**src/rtl/msd_pkg.sv**
```systemverilog
// Shared types, constants and the Morse lookup table for the symbol decoder.
// No dependencies; every other file in rtl/ imports this package.
package msd_pkg;

    // Token limits and character constants.
    localparam int unsigned MAX_MARKS  = 6;
    localparam int unsigned CHAR_W     = 7;
    localparam int unsigned SYM_W      = 8;
    localparam int unsigned CNT_W      = 3;
    localparam int unsigned CFG_IDX_W  = 3;

    localparam logic [CHAR_W-1:0] CHAR_NONE  = 7'h00;
    localparam logic [CHAR_W-1:0] CHAR_SPACE = 7'h20;
    localparam logic [CHAR_W-1:0] CHAR_UNDER = 7'h5F;
    localparam logic [CNT_W-1:0]  CNT_SAT    = 3'd7;

    // Configuration register indexes.
    localparam logic [CFG_IDX_W-1:0] CFG_DOT    = 3'd0;
    localparam logic [CFG_IDX_W-1:0] CFG_DASH   = 3'd1;
    localparam logic [CFG_IDX_W-1:0] CFG_SEP    = 3'd2;
    localparam logic [CFG_IDX_W-1:0] CFG_BLANK  = 3'd3;
    localparam logic [CFG_IDX_W-1:0] CFG_SPACEY = 3'd4;

    // One result word.
    typedef struct packed {
        logic [CHAR_W-1:0] out_char;
        logic              has_char;
        logic              error;
        logic              last;
    } t_result;

    // Token and string state carried between symbols.
    typedef struct packed {
        logic [MAX_MARKS-1:0] mark_bits;
        logic [CNT_W-1:0]     mark_count;
        logic                 token_bad;
        logic                 string_error;
    } t_token;

    // Configuration values seen by the step logic.
    typedef struct packed {
        logic [SYM_W-1:0] dot_code;
        logic [SYM_W-1:0] dash_code;
        logic [SYM_W-1:0] separator_code;
        logic [SYM_W-1:0] blank_code;
        logic             spacey_mode;
    } t_cfg;

    // Pattern lookup. Mark i sits at bit i, a one is a dash. Where two
    // characters share a pattern the higher code is the one listed.
    // Returns zero when the pattern is not in the table.
    function automatic logic [CHAR_W-1:0] lookup(input logic [MAX_MARKS-1:0] bits,
                                                 input logic [CNT_W-1:0] count);
        logic [CHAR_W-1:0] c;
        c = CHAR_NONE;
        case ({count, bits})
            {3'd2, 6'b000010}: c = 7'h61; // a
            {3'd4, 6'b000001}: c = 7'h62; // b
            {3'd4, 6'b000101}: c = 7'h63; // c
            {3'd3, 6'b000001}: c = 7'h64; // d
            {3'd1, 6'b000000}: c = 7'h65; // e
            {3'd4, 6'b000100}: c = 7'h66; // f
            {3'd3, 6'b000011}: c = 7'h67; // g
            {3'd4, 6'b000000}: c = 7'h68; // h
            {3'd2, 6'b000000}: c = 7'h69; // i
            {3'd4, 6'b001110}: c = 7'h6A; // j
            {3'd3, 6'b000101}: c = 7'h6B; // k
            {3'd4, 6'b000010}: c = 7'h6C; // l
            {3'd2, 6'b000011}: c = 7'h6D; // m
            {3'd2, 6'b000001}: c = 7'h6E; // n
            {3'd3, 6'b000111}: c = 7'h6F; // o
            {3'd4, 6'b000110}: c = 7'h70; // p
            {3'd4, 6'b001011}: c = 7'h71; // q
            {3'd3, 6'b000010}: c = 7'h72; // r
            {3'd3, 6'b000000}: c = 7'h73; // s
            {3'd1, 6'b000001}: c = 7'h74; // t
            {3'd3, 6'b000100}: c = 7'h75; // u
            {3'd4, 6'b001000}: c = 7'h76; // v
            {3'd3, 6'b000110}: c = 7'h77; // w
            {3'd4, 6'b001001}: c = 7'h78; // x
            {3'd4, 6'b001101}: c = 7'h79; // y
            {3'd4, 6'b000011}: c = 7'h7A; // z
            {3'd6, 6'b101010}: c = 7'h3F; // ? (shares with .)
            {3'd6, 6'b010101}: c = 7'h3B; // ;
            {3'd5, 6'b000011}: c = 7'h3A; // : (shares with 7)
            {3'd5, 6'b001111}: c = 7'h39; // 9
            {3'd5, 6'b000111}: c = 7'h38; // 8
            {3'd5, 6'b000001}: c = 7'h36; // 6
            {3'd5, 6'b000000}: c = 7'h35; // 5
            {3'd5, 6'b010000}: c = 7'h34; // 4
            {3'd5, 6'b011000}: c = 7'h33; // 3
            {3'd5, 6'b011100}: c = 7'h32; // 2
            {3'd5, 6'b011110}: c = 7'h31; // 1
            {3'd5, 6'b011111}: c = 7'h30; // 0
            {3'd5, 6'b001001}: c = 7'h2F; // /
            {3'd6, 6'b100001}: c = 7'h2D; // -
            {3'd6, 6'b110011}: c = 7'h2C; // ,
            default:           c = CHAR_NONE;
        endcase
        return c;
    endfunction

endpackage

```
**src/rtl/morse_symbol_decoder_top.sv**
```systemverilog
// Top level of the Morse symbol decoder: input register, configuration
// registers, token state and result stage. Depends on msd_pkg, msd_step
// and msd_out_stage.
//
// Usage: each accepted symbol word goes into an input register, and the step
// logic decodes it against the token state and, once the result stage is free,
// loads zero, one or two result words into the result stage, which registers
// them and offers the first on the output. One symbol is taken per cycle as long
// as each produces at most one result and the sink is ready. A symbol that
// produces two results holds the result stage for two output handshakes, since
// that stage hands out one word per cycle while the sink is ready, so the next
// symbol waits until the first of them has left. Two results come from a
// separator at the end of a string, and in spacey mode from any other symbol at
// the end of a string. The configuration port always accepts; write it only
// while no symbol is in flight. Indexes above the register list are ignored.
module morse_symbol_decoder_top (
    input  logic                              i_clk,
    input  logic                              i_rst_n,
    // Symbol input channel.
    input  logic                              i_valid,
    output logic                              o_ready,
    input  logic [msd_pkg::SYM_W-1:0]         i_symbol,
    input  logic                              i_end_of_string,
    // Result output channel.
    output logic                              o_valid,
    input  logic                              i_ready,
    output logic [msd_pkg::CHAR_W-1:0]        o_out_char,
    output logic                              o_has_char,
    output logic                              o_error,
    output logic                              o_last,
    // Configuration write channel.
    input  logic                              i_cfg_valid,
    output logic                              o_cfg_ready,
    input  logic [msd_pkg::CFG_IDX_W-1:0]     i_cfg_index,
    input  logic [msd_pkg::SYM_W-1:0]         i_cfg_data
);
    import msd_pkg::*;

    logic             r_in_valid;
    logic [SYM_W-1:0] r_symbol;
    logic             r_eos;
    t_cfg             r_cfg;
    t_token           r_token;
    t_token           step_token;
    t_result          step_res0;
    t_result          step_res1;
    logic [1:0]       step_count;
    logic             out_free;
    logic             advance;
    logic             in_take;

    // Handshake control: the held symbol moves on when the result stage frees.
    always_comb begin
        advance = r_in_valid && out_free;
        o_ready = !r_in_valid || advance;
        in_take = i_valid && o_ready;
    end

    assign o_cfg_ready = 1'b1;

    // Input register.
    always_ff @(posedge i_clk) begin
        if (!i_rst_n) begin
            r_in_valid <= 1'b0;
        end else if (in_take) begin
            r_in_valid <= 1'b1;
        end else if (advance) begin
            r_in_valid <= 1'b0;
        end
    end

    always_ff @(posedge i_clk) begin
        if (in_take) begin
            r_symbol <= i_symbol;
            r_eos    <= i_end_of_string;
        end
    end

    // Configuration registers.
    always_ff @(posedge i_clk) begin
        if (!i_rst_n) begin
            r_cfg.dot_code       <= 8'd46;
            r_cfg.dash_code      <= 8'd45;
            r_cfg.separator_code <= 8'd120;
            r_cfg.blank_code     <= 8'd32;
            r_cfg.spacey_mode    <= 1'b0;
        end else if (i_cfg_valid) begin
            case (i_cfg_index)
                CFG_DOT:    r_cfg.dot_code       <= i_cfg_data;
                CFG_DASH:   r_cfg.dash_code      <= i_cfg_data;
                CFG_SEP:    r_cfg.separator_code <= i_cfg_data;
                CFG_BLANK:  r_cfg.blank_code     <= i_cfg_data;
                CFG_SPACEY: r_cfg.spacey_mode    <= i_cfg_data[0];
                default:    ;
            endcase
        end
    end

    // Token state updates as each symbol is decoded.
    always_ff @(posedge i_clk) begin
        if (!i_rst_n) begin
            r_token <= '0;
        end else if (advance) begin
            r_token <= step_token;
        end
    end

    msd_step u_step (
        .i_symbol        (r_symbol),
        .i_end_of_string (r_eos),
        .i_cfg           (r_cfg),
        .i_token         (r_token),
        .o_token         (step_token),
        .o_res0          (step_res0),
        .o_res1          (step_res1),
        .o_count         (step_count)
    );

    msd_out_stage u_out (
        .i_clk      (i_clk),
        .i_rst_n    (i_rst_n),
        .i_load     (advance),
        .i_res0     (step_res0),
        .i_res1     (step_res1),
        .i_count    (step_count),
        .i_ready    (i_ready),
        .o_valid    (o_valid),
        .o_out_char (o_out_char),
        .o_has_char (o_has_char),
        .o_error    (o_error),
        .o_last     (o_last),
        .o_free     (out_free)
    );

endmodule

```
**src/rtl/msd_step.sv**
```systemverilog
// Per-symbol step logic: classifies a symbol, updates the token state and
// forms up to two result words. Depends on msd_pkg.
module msd_step (
    input  logic [msd_pkg::SYM_W-1:0] i_symbol,
    input  logic                      i_end_of_string,
    input  msd_pkg::t_cfg             i_cfg,
    input  msd_pkg::t_token           i_token,
    output msd_pkg::t_token           o_token,
    output msd_pkg::t_result          o_res0,
    output msd_pkg::t_result          o_res1,
    output logic [1:0]                o_count
);
    import msd_pkg::*;

    logic                 is_sep;
    logic                 is_dot;
    logic                 is_dash;
    logic                 is_mark;
    logic                 is_other;
    logic                 err;
    logic [MAX_MARKS-1:0] upd_bits;
    logic [CNT_W-1:0]     upd_count;
    logic [MAX_MARKS-1:0] cls_bits;
    logic [CNT_W-1:0]     cls_count;
    logic                 cls_bad;
    logic [CHAR_W-1:0]    dec;
    logic [CHAR_W-1:0]    mapped;
    t_result              sep_res;
    t_result              end_res;
    t_result              space_res;

    // Symbol class: separator first, then dot, then dash, else blank/invalid.
    always_comb begin
        is_sep   = (i_symbol == i_cfg.separator_code);
        is_dot   = !is_sep && (i_symbol == i_cfg.dot_code);
        is_dash  = !is_sep && !is_dot && (i_symbol == i_cfg.dash_code);
        is_mark  = is_dot || is_dash;
        is_other = !is_sep && !is_mark;
        err      = i_token.string_error || (is_other && (i_symbol != i_cfg.blank_code));
    end

    // Token after a mark is appended; the count saturates past the limit.
    always_comb begin
        upd_bits  = i_token.mark_bits;
        upd_count = i_token.mark_count;
        if (i_token.mark_count < CNT_W'(MAX_MARKS)) begin
            if (is_dash) begin
                upd_bits[i_token.mark_count] = 1'b1;
            end
            upd_count = i_token.mark_count + 1'b1;
        end else begin
            upd_count = CNT_SAT;
        end
    end

    // A separator closes the current token; otherwise the end of the string
    // closes the token as updated by this symbol.
    always_comb begin
        cls_bits  = is_sep ? i_token.mark_bits  : upd_bits;
        cls_count = is_sep ? i_token.mark_count : upd_count;
        cls_bad   = is_sep ? i_token.token_bad  : (i_token.token_bad || is_other);
        dec       = cls_bad ? CHAR_NONE : lookup(cls_bits, cls_count);
        mapped    = (i_cfg.spacey_mode && ({1'b0, dec} == i_cfg.blank_code)) ?
                    CHAR_UNDER : dec;
    end

    // Candidate result words.
    always_comb begin
        sep_res.out_char   = (dec != CHAR_NONE) ? mapped : CHAR_SPACE;
        sep_res.has_char   = 1'b1;
        sep_res.error      = err;
        sep_res.last       = 1'b0;

        end_res.out_char   = (is_sep || dec == CHAR_NONE) ? CHAR_NONE : mapped;
        end_res.has_char   = !is_sep && (dec != CHAR_NONE);
        end_res.error      = err;
        end_res.last       = 1'b1;

        space_res.out_char = CHAR_SPACE;
        space_res.has_char = 1'b1;
        space_res.error    = err;
        space_res.last     = 1'b0;
    end

    // Result selection and count.
    always_comb begin
        o_res1 = end_res;
        if (is_sep) begin
            o_res0  = sep_res;
            o_count = i_end_of_string ? 2'd2 : 2'd1;
        end else if (i_cfg.spacey_mode) begin
            o_res0  = space_res;
            o_count = i_end_of_string ? 2'd2 : 2'd1;
        end else begin
            o_res0  = end_res;
            o_count = i_end_of_string ? 2'd1 : 2'd0;
        end
    end

    // Next token state; the end of the string returns everything to reset.
    always_comb begin
        o_token = i_token;
        if (i_end_of_string) begin
            o_token = '0;
        end else if (is_sep) begin
            o_token.mark_bits  = '0;
            o_token.mark_count = '0;
            o_token.token_bad  = 1'b0;
        end else if (is_mark) begin
            o_token.mark_bits  = upd_bits;
            o_token.mark_count = upd_count;
        end else begin
            o_token.token_bad    = 1'b1;
            o_token.string_error = err;
        end
    end

endmodule

```
**src/rtl/msd_out_stage.sv**
```systemverilog
// Result register pair: holds up to two result words from one symbol and
// hands them out one per handshake. Depends on msd_pkg.
module msd_out_stage (
    input  logic                          i_clk,
    input  logic                          i_rst_n,
    input  logic                          i_load,
    input  msd_pkg::t_result              i_res0,
    input  msd_pkg::t_result              i_res1,
    input  logic [1:0]                    i_count,
    input  logic                          i_ready,
    output logic                          o_valid,
    output logic [msd_pkg::CHAR_W-1:0]    o_out_char,
    output logic                          o_has_char,
    output logic                          o_error,
    output logic                          o_last,
    output logic                          o_free
);
    import msd_pkg::*;

    logic [1:0] r_count;
    logic [1:0] n_count;
    t_result    r_res0;
    t_result    r_res1;
    logic       pop;

    // The stage can take new words once the last held word leaves.
    always_comb begin
        pop    = (r_count != 2'd0) && i_ready;
        o_free = (r_count == 2'd0) || ((r_count == 2'd1) && i_ready);
    end

    // Count of held words.
    always_comb begin
        n_count = r_count;
        if (i_load) begin
            n_count = i_count;
        end else if (pop) begin
            n_count = r_count - 2'd1;
        end
    end

    always_ff @(posedge i_clk) begin
        if (!i_rst_n) begin
            r_count <= 2'd0;
        end else begin
            r_count <= n_count;
        end
    end

    // Word storage: a pop with two held shifts the second word forward.
    always_ff @(posedge i_clk) begin
        if (i_load) begin
            r_res0 <= i_res0;
            r_res1 <= i_res1;
        end else if (pop) begin
            r_res0 <= r_res1;
        end
    end

    assign o_valid    = (r_count != 2'd0);
    assign o_out_char = r_res0.out_char;
    assign o_has_char = r_res0.has_char;
    assign o_error    = r_res0.error;
    assign o_last     = r_res0.last;

endmodule
```
**config.mk**
```make
export PLATFORM = sky130hd
export DESIGN_NAME = morse_symbol_decoder_top
export DESIGN_NICKNAME = d
export VERILOG_FILES = /design/src/rtl/msd_pkg.sv /design/src/rtl/morse_symbol_decoder_top.sv /design/src/rtl/msd_step.sv /design/src/rtl/msd_out_stage.sv
export SDC_FILE = /design/constraint.sdc
export NUM_CORES = 1
export LEC_CHECK = 0
export BUFFER_PORTS_ARGS = -buffer_cell sky130_fd_sc_hd__buf_2
export CAP_MARGIN = 0
export CORE_AREA = 2 2 96 98
export CTS_CLUSTER_SIZE = 12
export DETAILED_ROUTE_END_ITERATION = 8
export DIE_AREA = 0 0 98 100
export PLACE_DENSITY = 0.73
export SYNTH_ARGS = -nofsm -noshare
export SYNTH_HDL_FRONTEND = slang
export SYNTH_SLANG_ARGS = --single-unit
```
**constraint.sdc**
```tcl
create_clock -name i_clk -period 4.03 [get_ports i_clk]
set_clock_uncertainty 0.05 [all_clocks]
set_input_delay 0 -clock i_clk [delete_from_list [all_inputs] [get_ports i_clk]]
set_output_delay 0 -clock i_clk [all_outputs]
set_load 0.05 [all_outputs]
```
* Word-level counts from Yosys, hierarchy flattened
Cells that the tools add are included.
** Operators by class
- Mux-type cells :: 30
- Reductions and logical operators :: 38
- $add $sub $neg :: 2
- Multipliers :: 0
- Divide/modulo/power cells :: 0
- $lt $le $gt $ge :: 3
- Shift-type cells :: 0
- Bitwise operators :: 1
- Eq/ne operators :: 54
** Operators by type and width (count)
- $pmux 7 s41 :: 1
- $eq 9x9->1 const B :: 27
- $eq 9x8->1 const B :: 12
- $mux 10 :: 5
- $mux 7 :: 4
- $eq 8x8->1 :: 3
- $eq 9x7->1 const B :: 2
- $mux 6 :: 3
- $reduce_and 2->1 :: 7
- $logic_and 1x1->1 :: 12
- $mux 2 :: 6
- $mux 11 :: 1
- $mux 9 :: 1
- $eq 7x8->1 :: 1
- $ne 8x8->1 :: 1
- $logic_not 7->1 :: 1
- $reduce_bool 7->1 :: 1
- $eq 3x2->1 const B :: 2
- $logic_or 1x1->1 :: 6
- $mux 1 :: 6
- $mux 3 :: 2
- $or 6x6->6 :: 1
- $reduce_bool 2->1 :: 3
- $logic_not 1->1 :: 4
- other kinds (15) :: 16
** Storage, ports and cells
- Memories :: 0
- Bits of input ports :: 25
- Word-level logic and storage cells :: 148
- Memory bits (read-only) :: 0
- Bits in writable memories :: 0
- Latch bits :: 0
- Flip-flop bits (word level) :: 75

* Longest topological paths before layout
Gate-level depths: netlist of run 1.
- Depth after elaboration :: 19
- Gate-level depth with buffers :: 17
- Gate-level depth less buffers :: 13

* Hierarchy
A second synthesis of run 1 with hierarchy kept.
** Second synthesis, totals
- Cell total of the unflattened synthesis :: 620
- Area total of the unflattened synthesis :: 5477.8 um^2
** By module, submodules not included
- msd_step :: cells each 375, area each 2434.8 um^2, times used 1
- morse_symbol_decoder_top :: cells each 195, area each 2135.8 um^2, times used 1
- msd_out_stage :: cells each 50, area each 907.1 um^2, times used 1

* Worst setup path after synthesis of run 1
OpenSTA, ideal clock, no wires.
- Path kind :: register to register
- Start :: register r_symbol[5]
- End :: register u_out.r_res0 (netlist bit u_out.o_out_char[5]), data pin
- Arrival time :: 3500 ps
- Setup slack :: 216 ps
- Cell stages (with the launch flop) :: 14
- Buffers on the path :: 0
- Setup time :: 264 ps
- Data required time :: 3716 ps
- Cells stage by stage :: edfxtp_1 xor2_1 nor4_2 a211oi_4 a311oi_4 nand2_2 or3_1 a21oi_1 a311oi_1 and4b_4 and2_1 a2111oi_4 nand3_2 o41a_1
** Between the ends
- Cells in the longest elaborated chain, start to end :: 19
- Elaborated cells between the ends (all ways) :: 71
- Classes of those cells :: 45 x eq/ne; 13 x mux; 13 x reduce/logical
** RTL lines
- start: declaration :: line morse_symbol_decoder_top.sv:40 : logic [SYM_W-1:0] r_symbol;
- start signal: assignment :: line morse_symbol_decoder_top.sv:74 : r_symbol <= i_symbol;
- $eq 8x8->1 :: line msd_step.sv:34 : is_sep = (i_symbol == i_cfg.separator_code);
- $logic_not 1->1 :: line msd_step.sv:35, msd_step.sv:36, msd_step.sv:38
- $logic_and 1x1->1 :: line msd_step.sv:35 : is_dot = !is_sep && (i_symbol == i_cfg.dot_code);
- $logic_not 1->1 :: line msd_step.sv:36 : is_dash = !is_sep && !is_dot && (i_symbol == i_cfg.dash_code);
- $logic_and 1x1->1 (2 in a row) :: line msd_step.sv:36
- $mux 6 or $logic_or 1x1->1 (tied branches) :: line msd_step.sv:47, msd_step.sv:37
- $mux 6 or $logic_not 1->1 (tied branches) :: line msd_step.sv:46, msd_step.sv:38
- $mux 6 or $logic_and 1x1->1 (tied branches) :: line msd_step.sv:59, msd_step.sv:38
- [... 2 more ...]
- $mux 7 :: line msd_step.sv:62 : dec = cls_bad ? CHAR_NONE : lookup(cls_bits, cls_count);
- $eq 7x8->1 :: line msd_step.sv:63 : mapped = (i_cfg.spacey_mode && ({1'b0, dec} == i_cfg.blank_code)) ?
- $logic_and 1x1->1 :: line msd_step.sv:63
- $mux 7 :: line msd_step.sv:63
- $mux 7 :: line msd_step.sv:74 : end_res.out_char = (is_sep || dec == CHAR_NONE) ? CHAR_NONE : mapped;
- $mux 10 :: line msd_step.sv:91 : end else if (i_cfg.spacey_mode) begin
- $mux 10 (*) :: line msd_step.sv:88 : if (is_sep) begin
- $mux 10 (*) :: line msd_out_stage.sv:52 : if (i_load) begin
- end signal: assignment :: line msd_out_stage.sv:53 : r_res0 <= i_res0;
- end signal: assignment :: line msd_out_stage.sv:56 : r_res0 <= r_res1;
- end: declaration :: line msd_out_stage.sv:22 : t_result r_res0;
Every way passes the cells marked *; elsewhere a longest branch is shown, timed or not.
A chain may end at the register's enable or synchronous reset.

* Worst setup path in the final report of run 1
- Start :: register r_symbol[0]
- End :: register u_out.r_res0 (netlist bit u_out.o_out_char[5]), data pin
Same word-level chain as after synthesis.

==> results of run 1 <==
## critical path, cell delays in order (launching register included)
cell,delay (ns)
edfxtp_1,0.44
buf_4,0.18
xnor2_2,0.17
nand4_1,0.13
buf_6,0.15
a211oi_4,0.26
buf_6,0.20
a311oi_4,0.13
nand4_1,0.21
a211oi_2,0.12
nor4_4,0.40
buf_4,0.20
nand2_4,0.05
o31ai_4,0.38
buf_6,0.18
a21o_1,0.14
nand3_2,0.11
o41a_1,0.38
## routing by layer
| layer | routed length (um) | track usage |
|---|---|---|
| met1 | 6570 | 0.393 |
| met2 | 8000 | 0.497 |
| met3 | 954 | 0.0536 |
| met4 | 528 | 0.136 |
| met5 | 0 | 0 |
## how the worst min path moves through the flow
stage	end	slack, ns	depth (start not counted)
floorplan	r_eos	0.05	0
global placement	r_symbol[3]	0.13	1
detailed placement	r_eos	0.13	1
CTS	r_cfg[0]	0.05	4
global route	r_cfg[26]	0.11	2
finish	r_cfg[12]	0.09	2
## state kept, by name, summed over array words and instances (netlist names)
| signal | count |
|---|---|
| r_eos | 1 |
| u_out.r_count | 2 |
| r_token | 11 |
| u_out.o_error | 1 |
| r_in_valid | 1 |
| u_out.r_res1 | 9 |
| u_out.o_last | 1 |
| r_cfg | 33 |
| r_symbol | 8 |
| u_out.o_has_char | 1 |
| u_out.o_out_char | 7 |
## kinds of logic (layout without fill, tap and decap cells)
| group | count (synthesis) | in the layout | share of synthesized area |
|---|---|---|---|
| other | 1 | 1 | 0.000792 |
| AOI/OAI and AO/OA | 135 | 135 | 0.223 |
| DFF | 75 | 75 | 0.376 |
| muxes | 7 | 7 | 0.0159 |
| and+or+nand+nor | 268 | 268 | 0.272 |
| adders and majority gates | 4 | 4 | 0.0106 |
| buffers and inverters | 37 | 185 | 0.0367 |
| xor gates and xnor gates | 35 | 35 | 0.0647 |
## cells in the mapped netlist, types with 7 or more instances
master / count
o22ai_1: 7
edfxtp_1: 28
nand2_1: 105
o21ai_0: 13
clkbuf_1: 15
xor2_1: 17
nand4_1: 16
buf_2: 10
o21ai_1: 8
nor2b_1: 8
inv_1: 7
xnor2_1: 18
nand3_1: 33
a21oi_1: 23
a21boi_0: 21
nor2_1: 48
dfxtp_1: 47
nor3_1: 17
## power by group through the flow
stage | combinational (W) | clock, W | sequential [W]
finish | 0.000446 | 0.000526 | 0.000877
global route | 0.000477 | 0.000552 | 0.000882
CTS | 0.000404 | 0.000526 | 0.000874
detailed placement | 0.000369 | 0 | 0.000893
global placement | 0.000363 | 0 | 0.000891
floorplan | 0.000196 | 0 | 0.000946
## cell type report
cell class | instances | area [um2] | area share
Tap cell | 111 | 139 | 0.0209
Sequential cell | 75 | 1780 | 0.268
Inverter | 8 | 30.0 | 0.00452
Multi-Input combinational cell | 450 | 3240 | 0.487
Clock buffer | 10 | 128 | 0.0192
Clock inverter | 6 | 40.0 | 0.00603
Timing Repair Buffer | 161 | 1290 | 0.194
## per-stage QoR
step / area, um2 / util / hold slack (ns) / total power (W) / setup TNS, ns
3_5_place_dp: 5520 / 0.621 / 0.129 / 0.00126 / -2.94
2_1_floorplan: 4740 / - / 0.0489 / 0.00114 / 0
5_1_grt: 6640 / 0.747 / 0.106 / 0.00191 / -1.69
3_3_place_gp: 5520 / 0.621 / 0.127 / 0.00125 / -1.40
4_1_cts: 6130 / 0.689 / 0.0520 / 0.00180 / -0.0102
6_report: 6640 / 0.747 / 0.0896 / 0.00185 / -0.461
## what timing repair did
item	CTS	global route
endpoints found under the hold margin	43	0
pin swaps	12	20
setup endpoints to repair	14	15
setup buffers	10	22
gates resized for setup	21	77
gates cloned	2	2
hold buffers	19	0
==> impl_metrics.json, run 1 <==
{
  "cts_tree": "built",
  "cp_max_fo": 7,
  "layout_common_cells": "99 x nand2_1, 90 x buf_4, 47 x dfxtp_1",
  "final_common_cell": "nand2_1",
  "placementRows": 35,
  "grt_pass1_wl_um": 23600,
  "dpl.hpwl_um": 10200,
  "clk_transition_reported_paths_ns": 0.09,
  "nets": 734,
  "powerDensity_mw_per_mm2": 278,
  "finalCritPeriodShare": 1.02,
  "pwr-share-clk": 0.284,
  "gp_congestion": 0.971,
  "period_needed_ns": 4.13,
  "num_vias": 5017,
  "cts_buffers": 9,
  "synth_edf_count": 28,
  "die_w_um": 98,
  "yosys.area.top_type": "dfxtp_1",
  "fillers": 601,
  "hold_viol": 0,
  "dpl.cell_count": 755,
  "yosysWarnings": 0,
  "layout-drive-gt1-share": 0.341,
  "switching_share": 0.330,
  "critPathArrivalTime_ns": 4.20,
  "wl_um": 16000,
  "core-area_mm2": 0.00889,
  "combPwrFrac": 0.241,
  "power.leakage_nw": 2.54,
  "setup_violations": 8,
  "cts_root_buf": "clkbuf_8",
  "holdCritStartpoint": "i_rst_n",
  "dr.first_iter.drc_count": 395,
  "hp-class": "input port to flop",
  "power_frac_seq": 0.474,
  "required_ns": 4.10,
  "synth-seq-area-share": 0.376,
  "instances_no_fill": 821,
  "syn_to_final_growth_pct": 40.3,
  "pre_cts_slack_ns": -0.347,
  "grt_max_degree": 42,
  "design.portCount": 38,
  "n_antenna_cell": 0,
  "overflow": 0,
  "setup.worst_path.end": "u_out.o_out_char[5]",
  "tightestPinTransition_ns": 0.704,
  "wire_per_inst_um": 19.5,
  "synth_cell_types": 76,
  "status": "complete, but fails checks",
  "start_kind": "flop",
  "clock_latency_ns": 0.36,
  "slew_viol_final": 0,
  "grt_usage": 0.303,
  "yosysTopAreaCellShare": 0.199,
  "fin_ws_ns": -0.0986,
  "max_freq_mhz": 242,
  "r2r-end": "u_out.o_out_char[5]",
  "dr.pass1.iters": 5,
  "p_sw_w": 0.000610,
  "vdd_ir_drop_max_uv": 229,
  "cap_violations": 0,
  "syn_nets": 591,
  "r2r-start": "r_symbol[0]",
  "syn-cell-area_mm2": 0.00474,
  "grt_pass1_vias": 4658,
  "htreeDepth": 3,
  "worst_setup_path_end_kind": "flop",
  "synth_ff_type": "dfxtp_1",
  "yosys-top-cells-area": "dfxtp_1 20%, edfxtp_1 18%, nand2_1 8.3%",
  "grt_setup_unrepaired": "true",
  "drc_errors": 0,
  "antenna_left": 0,
  "initial_utilization": 0.533,
  "cts.sinks": 75,
  "cts_buffer_depth": 2,
  "crit_start": "r_symbol[0]",
  "antenna_found_initial": 0,
  "dieArea_mm2": 0.00980,
  "relSlewSlack": 0.529,
  "synth-seq-cells": 75,
  "async_flop_share": 0,
  "path_class": "flop to flop",
  "die_y_um": 100,
  "reg2regPathDepth": 17,
  "io_buffers": 36,
  "vias_per_cell": 6.11,
  "p_int_w": 0.00124,
  "violations": "negative setup slack",
  "reg2reg_slack_ns": -0.1,
  "avgSynthCellArea_um2": 8.43,
  "netlist_instances": 562
}
(Power assumes the default switching activity.)
==> run 2: changes to the inputs <==
- CTS_BUF_LIST: default -> sky130_fd_sc_hd__clkbuf_16
- CTS_CLUSTER_DIAMETER: default -> 120
- GPL_ROUTABILITY_DRIVEN: default -> 0
==> run 2 against run 1 <==
The flow still finishes with violations (negative setup slack). First-iteration DRC count rose by 19%. Fmax shrank 2.1%. Register-to-register slack got worse by 0.09 ns. Flip-flop and latch count stayed put. Critical path depth shrank 2. Highest routed layer unchanged. Critical path type unchanged. Via count fell by 1.0%. Setup slack lost 0.086 ns. Sequential share of layout area up 1.7 points.
==> impl_metrics.json, run 2 (same netlist as run 1, synthesis figures left out) <==
{
  "clock_latency_ns": 0.34,
  "cts_buffer_depth": 2,
  "core-area_mm2": 0.00889,
  "combPwrFrac": 0.195,
  "setup_violations": 10,
  "violations": "negative setup slack",
  "powerDensity_mw_per_mm2": 337,
  "fin_hold_ws_ns": 0.0247,
  "placementRows": 35,
  "cts.sinks": 75,
  "critical_path.most_common_cell": "buf_4",
  "antenna_found_initial": 0,
  "dr.first_iter.drc_count": 470,
  "grt_setup_unrepaired": "true",
  "final_common_cell": "nand2_1",
  "period_needed_ns": 4.22,
  "dieArea_mm2": 0.00980,
  "hp-class": "input port to flop",
  "clk_transition_reported_paths_ns": 0.07,
  "slowest_stage": "edfxtp_1",
  "drc_errors": 0,
  "fillers": 634,
  "p_sw_w": 0.000629,
  "cp_max_fo": 3,
  "required_ns": 4.07,
  "antenna_left": 0,
  "n_antenna_cell": 0,
  "power_frac_seq": 0.416,
  "initial_utilization": 0.533,
  "vias_per_cell": 6.29,
  "num_vias": 4967,
  "io_buffers": 36,
  "cts_root_buf": "clkbuf_16",
  "switching_share": 0.298,
  "dpl.hpwl_um": 9630,
  "htreeDepth": 3,
  "vdd_ir_drop_max_uv": 216,
  "grt_pass1_wl_um": 22700,
  "utilization": 0.703,
  "nets": 703,
  "status": "complete, but fails checks",
  "power.leakage_nw": 2.32,
  "path_class": "flop to flop",
  "design.portCount": 38,
  "grt_usage": 0.286,
  "start_kind": "flop",
  "register_area_mm2": 0.00178,
  "slowest_delay_ns": 0.47,
  "multi_input_area_mm2": 0.00303,
  "layout-drive-gt1-share": 0.281,
  "die_y_um": 100,
  "max_freq_mhz": 237,
  "p_int_w": 0.00148,
  "cpLargestDelayFamily": "compound AO/OA/AOI/OAI gates",
  "cap_violations": 0,
  "overflow": 0,
  "critPathArrivalTime_ns": 4.25,
  "wl_um": 14900,
  "grt_pass1_vias": 4677,
  "top_register": "r_cfg",
  "path_buf_inv": 3,
  "cts_buffers": 9,
  "slew_viol_final": 0,
  "pwr-share-clk": 0.390,
  "fin_ws_ns": -0.185,
  "layout_common_cells": "102 x nand2_1, 69 x buf_4, 47 x dfxtp_1",
  "worst_setup_path_end_kind": "flop",
  "hold_viol": 0,
  "tightestPinTransition_ns": 0.880,
  "dpl.cell_count": 733,
  "finalCritPeriodShare": 1.05,
  "largest_reg_flops": 33,
  "die_w_um": 98,
  "worstPathCellList": "buf_4 > xnor2_4 > nand4_1 > buf_4 > nor2_2 > o21ai_0 > nand4_1 > buf_4 > o22ai_2 > a311oi_1 > and4b_4 > o22ai_1 > a2111oi_4 > nand3_2 > o41a_1",
  "instances_no_fill": 790,
  "syn_to_final_growth_pct": 32.0,
  "relSlewSlack": 0.411,
  "dr.pass1.iters": 6,
  "reg.largest.list": "r_cfg x33, r_token x11, u_out.r_res1 x9",
  "grt_max_degree": 42,
  "cts_tree": "built",
  "wire_per_inst_um": 18.9
}
## run 2: area by class of cell
type,count,area share
multi-input cells,451,0.485
flip-flops and latches,75,0.285
repair buffers,129,0.155
clock buffers,9,0.0360
well taps,111,0.0222
clock inverters,7,0.0122
inverters,8,0.00480
## run 2: per-stage QoR
stage / TNS (ns) / total power [W] / setup slack (ns) / cell area (um2)
2_1_floorplan: 0 / 0.00114 / 0.216 / 4740
3_3_place_gp: -0.0389 / 0.00124 / -0.0361 / 5350
3_5_place_dp: -0.635 / 0.00125 / -0.173 / 5350
4_1_cts: 0 / 0.00208 / 0.0000577 / 5910
5_1_grt: -2.00 / 0.00218 / -0.289 / 6250
6_report: -0.436 / 0.00211 / -0.185 / 6250
## run 2: power by group through the flow
stage	sequential, W	combinational, W	clock [W]
4_1_cts	0.000875	0.000384	0.000825
5_1_grt	0.000881	0.000440	0.000859
2_1_floorplan	0.000946	0.000196	0
3_3_place_gp	0.000888	0.000355	0
6_report	0.000876	0.000410	0.000821
3_5_place_dp	0.000891	0.000364	0
## run 2: path summary, 6_finish.rpt
path	cells past startpoint	endpoint	from	slack (ns)
worst max-delay path	15	u_out.o_out_char[5]	r_symbol[7]	-0.19
worst min-delay path	4	r_in_valid	i_ready	0.02
worst max register to register	15	u_out.o_out_char[5]	r_symbol[7]	-0.19
worst min register to register	2	r_token[0]	r_token[0]	0.42
## run 2: timing repair
item,4_1_cts,5_1_grt
gates resized for setup,13,37
endpoints found under the setup margin,13,14
gates cloned,0,2
setup buffers,3,18
pin swaps,2,12
hold buffers,18,0
endpoints found under the hold margin,43,0
## run 2: per-layer routing
layer / part of all wire / up-vias / global-route usage
met5: 0 / - / 0
met4: 0.038 / 0 / 0.140
met3: 0.077 / 62 / 0.0432
li1: - / 2284 / -
met1: 0.39 / 2309 / 0.357
met2: 0.49 / 312 / 0.487
## run 2: worst min-delay path: stages
cell,delay [ns]
buf_2,0.08
a21oi_1,0.08
a21oi_1,0.14
nor2b_1,0.05
==> run 3: changes to the inputs <==
- CORE_AREA: 2 2 96 98 -> 2 2 112 114
- DIE_AREA: 0 0 98 100 -> 0 0 114 116
- PLACE_DENSITY: 0.73 -> 0.53
- clock period: 4.03 -> 4.8 ns (I/O delays scaled with it)
==> run 3 against run 2 <==
The flow now finishes without violations. Clock power decreased by 11%. Wire length fell by 9.3%. Setup slack improved by 0.57 ns. Register-to-register slack better by 0.57 ns. Flip-flop and latch count unchanged. Die area is 35% higher. Utilization down 24 points.
==> impl_metrics.json, run 3 (same netlist as run 1, synthesis figures left out) <==
{
  "pwr-share-clk": 0.415,
  "io_buffers": 36,
  "cts_tree": "built",
  "p_int_w": 0.00126,
  "top_register": "r_cfg",
  "fillers": 1184,
  "critPathArrivalTime_ns": 4.46,
  "multi_input_area_mm2": 0.00278,
  "slowest_stage": "a41oi_1",
  "switching_share": 0.286,
  "dpl.cell_count": 726,
  "cts_buffers": 9,
  "top_layer": "met4",
  "cp_max_fo": 11,
  "period_needed_ns": 4.42,
  "grt_usage": 0.217,
  "fin_setup_tns_ns": 0,
  "clock_latency_ns": 0.34,
  "grt_pass1_wl_um": 22300,
  "layout-drive-gt1-share": 0.148,
  "register_area_mm2": 0.00178,
  "overflow": 0,
  "layout_common_cells": "105 x nand2_1, 48 x nor2_1, 47 x dfxtp_1",
  "wire_per_inst_um": 17.8,
  "powerDensity_mw_per_mm2": 320,
  "route.met3.wl_um": 756,
  "nets": 637,
  "vias_per_cell": 5.80,
  "holdPathEnd": "r_cfg[0]",
  "clk_transition_reported_paths_ns": 0.07,
  "initial_utilization": 0.398,
  "path_buf_inv": 1,
  "htreeDepth": 3,
  "slew_viol_final": 0,
  "antenna_left": 0,
  "instances_no_fill": 760,
  "dr.first_iter.drc_count": 479,
  "grt_setup_unrepaired": "false",
  "reg2regPathDepth": 14,
  "postCtsSetupBuffers": 0,
  "required_ns": 4.84,
  "cpLargestDelayFamily": "simple AND/OR/NAND/NOR gates",
  "num_vias": 4410,
  "drc_errors": 0,
  "finalCritPeriodShare": 0.921,
  "wl_met2_um": 6360,
  "core-area_mm2": 0.0119,
  "final_common_cell": "nand2_1",
  "status": "complete, no violations",
  "design.portCount": 38,
  "largest_reg_flops": 33,
  "grt_max_degree": 42,
  "tightestPinTransition_ns": 0.930,
  "holdCritStartpoint": "i_cfg_index[2]",
  "combPwrFrac": 0.167,
  "p_sw_w": 0.000506,
  "placementRows": 40,
  "start_kind": "flop",
  "dieArea_mm2": 0.0132,
  "reg.largest.list": "r_cfg x33, r_token x11, u_out.r_res1 x9",
  "die_y_um": 116,
  "worst_setup_path_end_kind": "flop",
  "hold_viol": 0,
  "r2r-end": "u_out.o_out_char[5]",
  "cts.sinks": 75,
  "r2r-start": "r_symbol[5]",
  "relSlewSlack": 0.378,
  "setup_violations": 0,
  "power.leakage_nw": 1.97,
  "max_freq_mhz": 226,
  "cap_violations": 0,
  "grt_pass1_vias": 4292,
  "die_w_um": 114,
  "wl_um": 13500,
  "worstPathCellList": "xor2_1 > nor4_2 > a211oi_4 > buf_4 > a41oi_1 > nand3b_1 > o22ai_1 > nor3_1 > and4_4 > nor2b_1 > mux2i_1 > a2111oi_4 > nand3_2 > o41a_1",
  "met1_length_um": 6080,
  "hp-class": "input port to flop",
  "n_antenna_cell": 0,
  "cts_buffer_depth": 2,
  "reg2reg_slack_ns": 0.38,
  "holdPathStages": 4,
  "cts_root_buf": "clkbuf_16",
  "dr.pass1.iters": 6,
  "slowest_delay_ns": 0.49,
  "dpl.hpwl_um": 9960,
  "vdd_ir_drop_max_uv": 249,
  "antenna_found_initial": 0,
  "path_class": "flop to flop",
  "syn_to_final_growth_pct": 16.8,
  "power_frac_seq": 0.418
}
## run 3: changes by cell type in the layout (fill, tap and decap cells not counted), sizes merged
cell	change
inv	-1
clkinv	+2
clkinvlp	-2
a31oi	-1
bufinv	+1
buf	-65
## run 3: worst max-delay path by stage
| stage | startpoint | to | slack, ns | cells past startpoint |
|---|---|---|---|---|
| floorplan | r_symbol[5] | u_out.o_out_char[5] | 0.99 | 13 |
| global placement | r_symbol[1] | u_out.o_out_char[5] | 0.32 | 15 |
| detailed placement | r_symbol[5] | u_out.o_out_char[5] | 0.34 | 15 |
| CTS | r_symbol[5] | u_out.o_out_char[5] | 0.30 | 15 |
| global route | r_symbol[5] | u_out.o_out_char[5] | 0.06 | 14 |
| finish | r_symbol[5] | u_out.o_out_char[5] | 0.38 | 14 |
## run 3: final cells by class
type                       instances  area share
tap                              147      0.0333
sequential                        75       0.322
multi-input combinational        450       0.503
clock inverter                     7      0.0170
timing repair buffer              64      0.0787
inverter                           8     0.00543
clock buffer                       9      0.0407
## run 3: power groups by stage
stage	sequential (W)	clock, W	combinational [W]
finish	0.000740	0.000734	0.000296
CTS	0.000741	0.000745	0.000298
floorplan	0.000794	0	0.000165
global route	0.000746	0.000767	0.000326
detailed placement	0.000754	0	0.000286
global placement	0.000753	0	0.000284
## run 3: stage by stage
stage / total power, W / hold slack, ns / cell area, um2 / util / setup WS, ns
floorplan: 0.000959 / 0.0489 / 4740 / - / 0.986
global placement: 0.00104 / 0.128 / 5030 / 0.422 / 0.324
detailed placement: 0.00104 / 0.129 / 5030 / 0.422 / 0.336
CTS: 0.00178 / 0.0300 / 5530 / 0.464 / 0.303
global route: 0.00184 / 0.0860 / 5530 / 0.464 / 0.0554
finish: 0.00177 / 0.0292 / 5530 / 0.464 / 0.381
## run 3: timing repair
item	in CTS	in global routing
setup endpoints to repair	0	2
hold buffers	18	0
hold endpoints to repair	43	0
resized for setup	0	1
## run 3: tightest hold or removal path, stage by stage
cell and delay, ns:
buf_2 0.11, nand3_1 0.09, mux2i_1 0.08, nor2b_1 0.10
## run 3: metal layers
metal	GRT usage	vias up
met5	0	-
met4	0.0764	0
met3	0.0507	40
met2	0.350	169
met1	0.285	2054
li1	-	2147
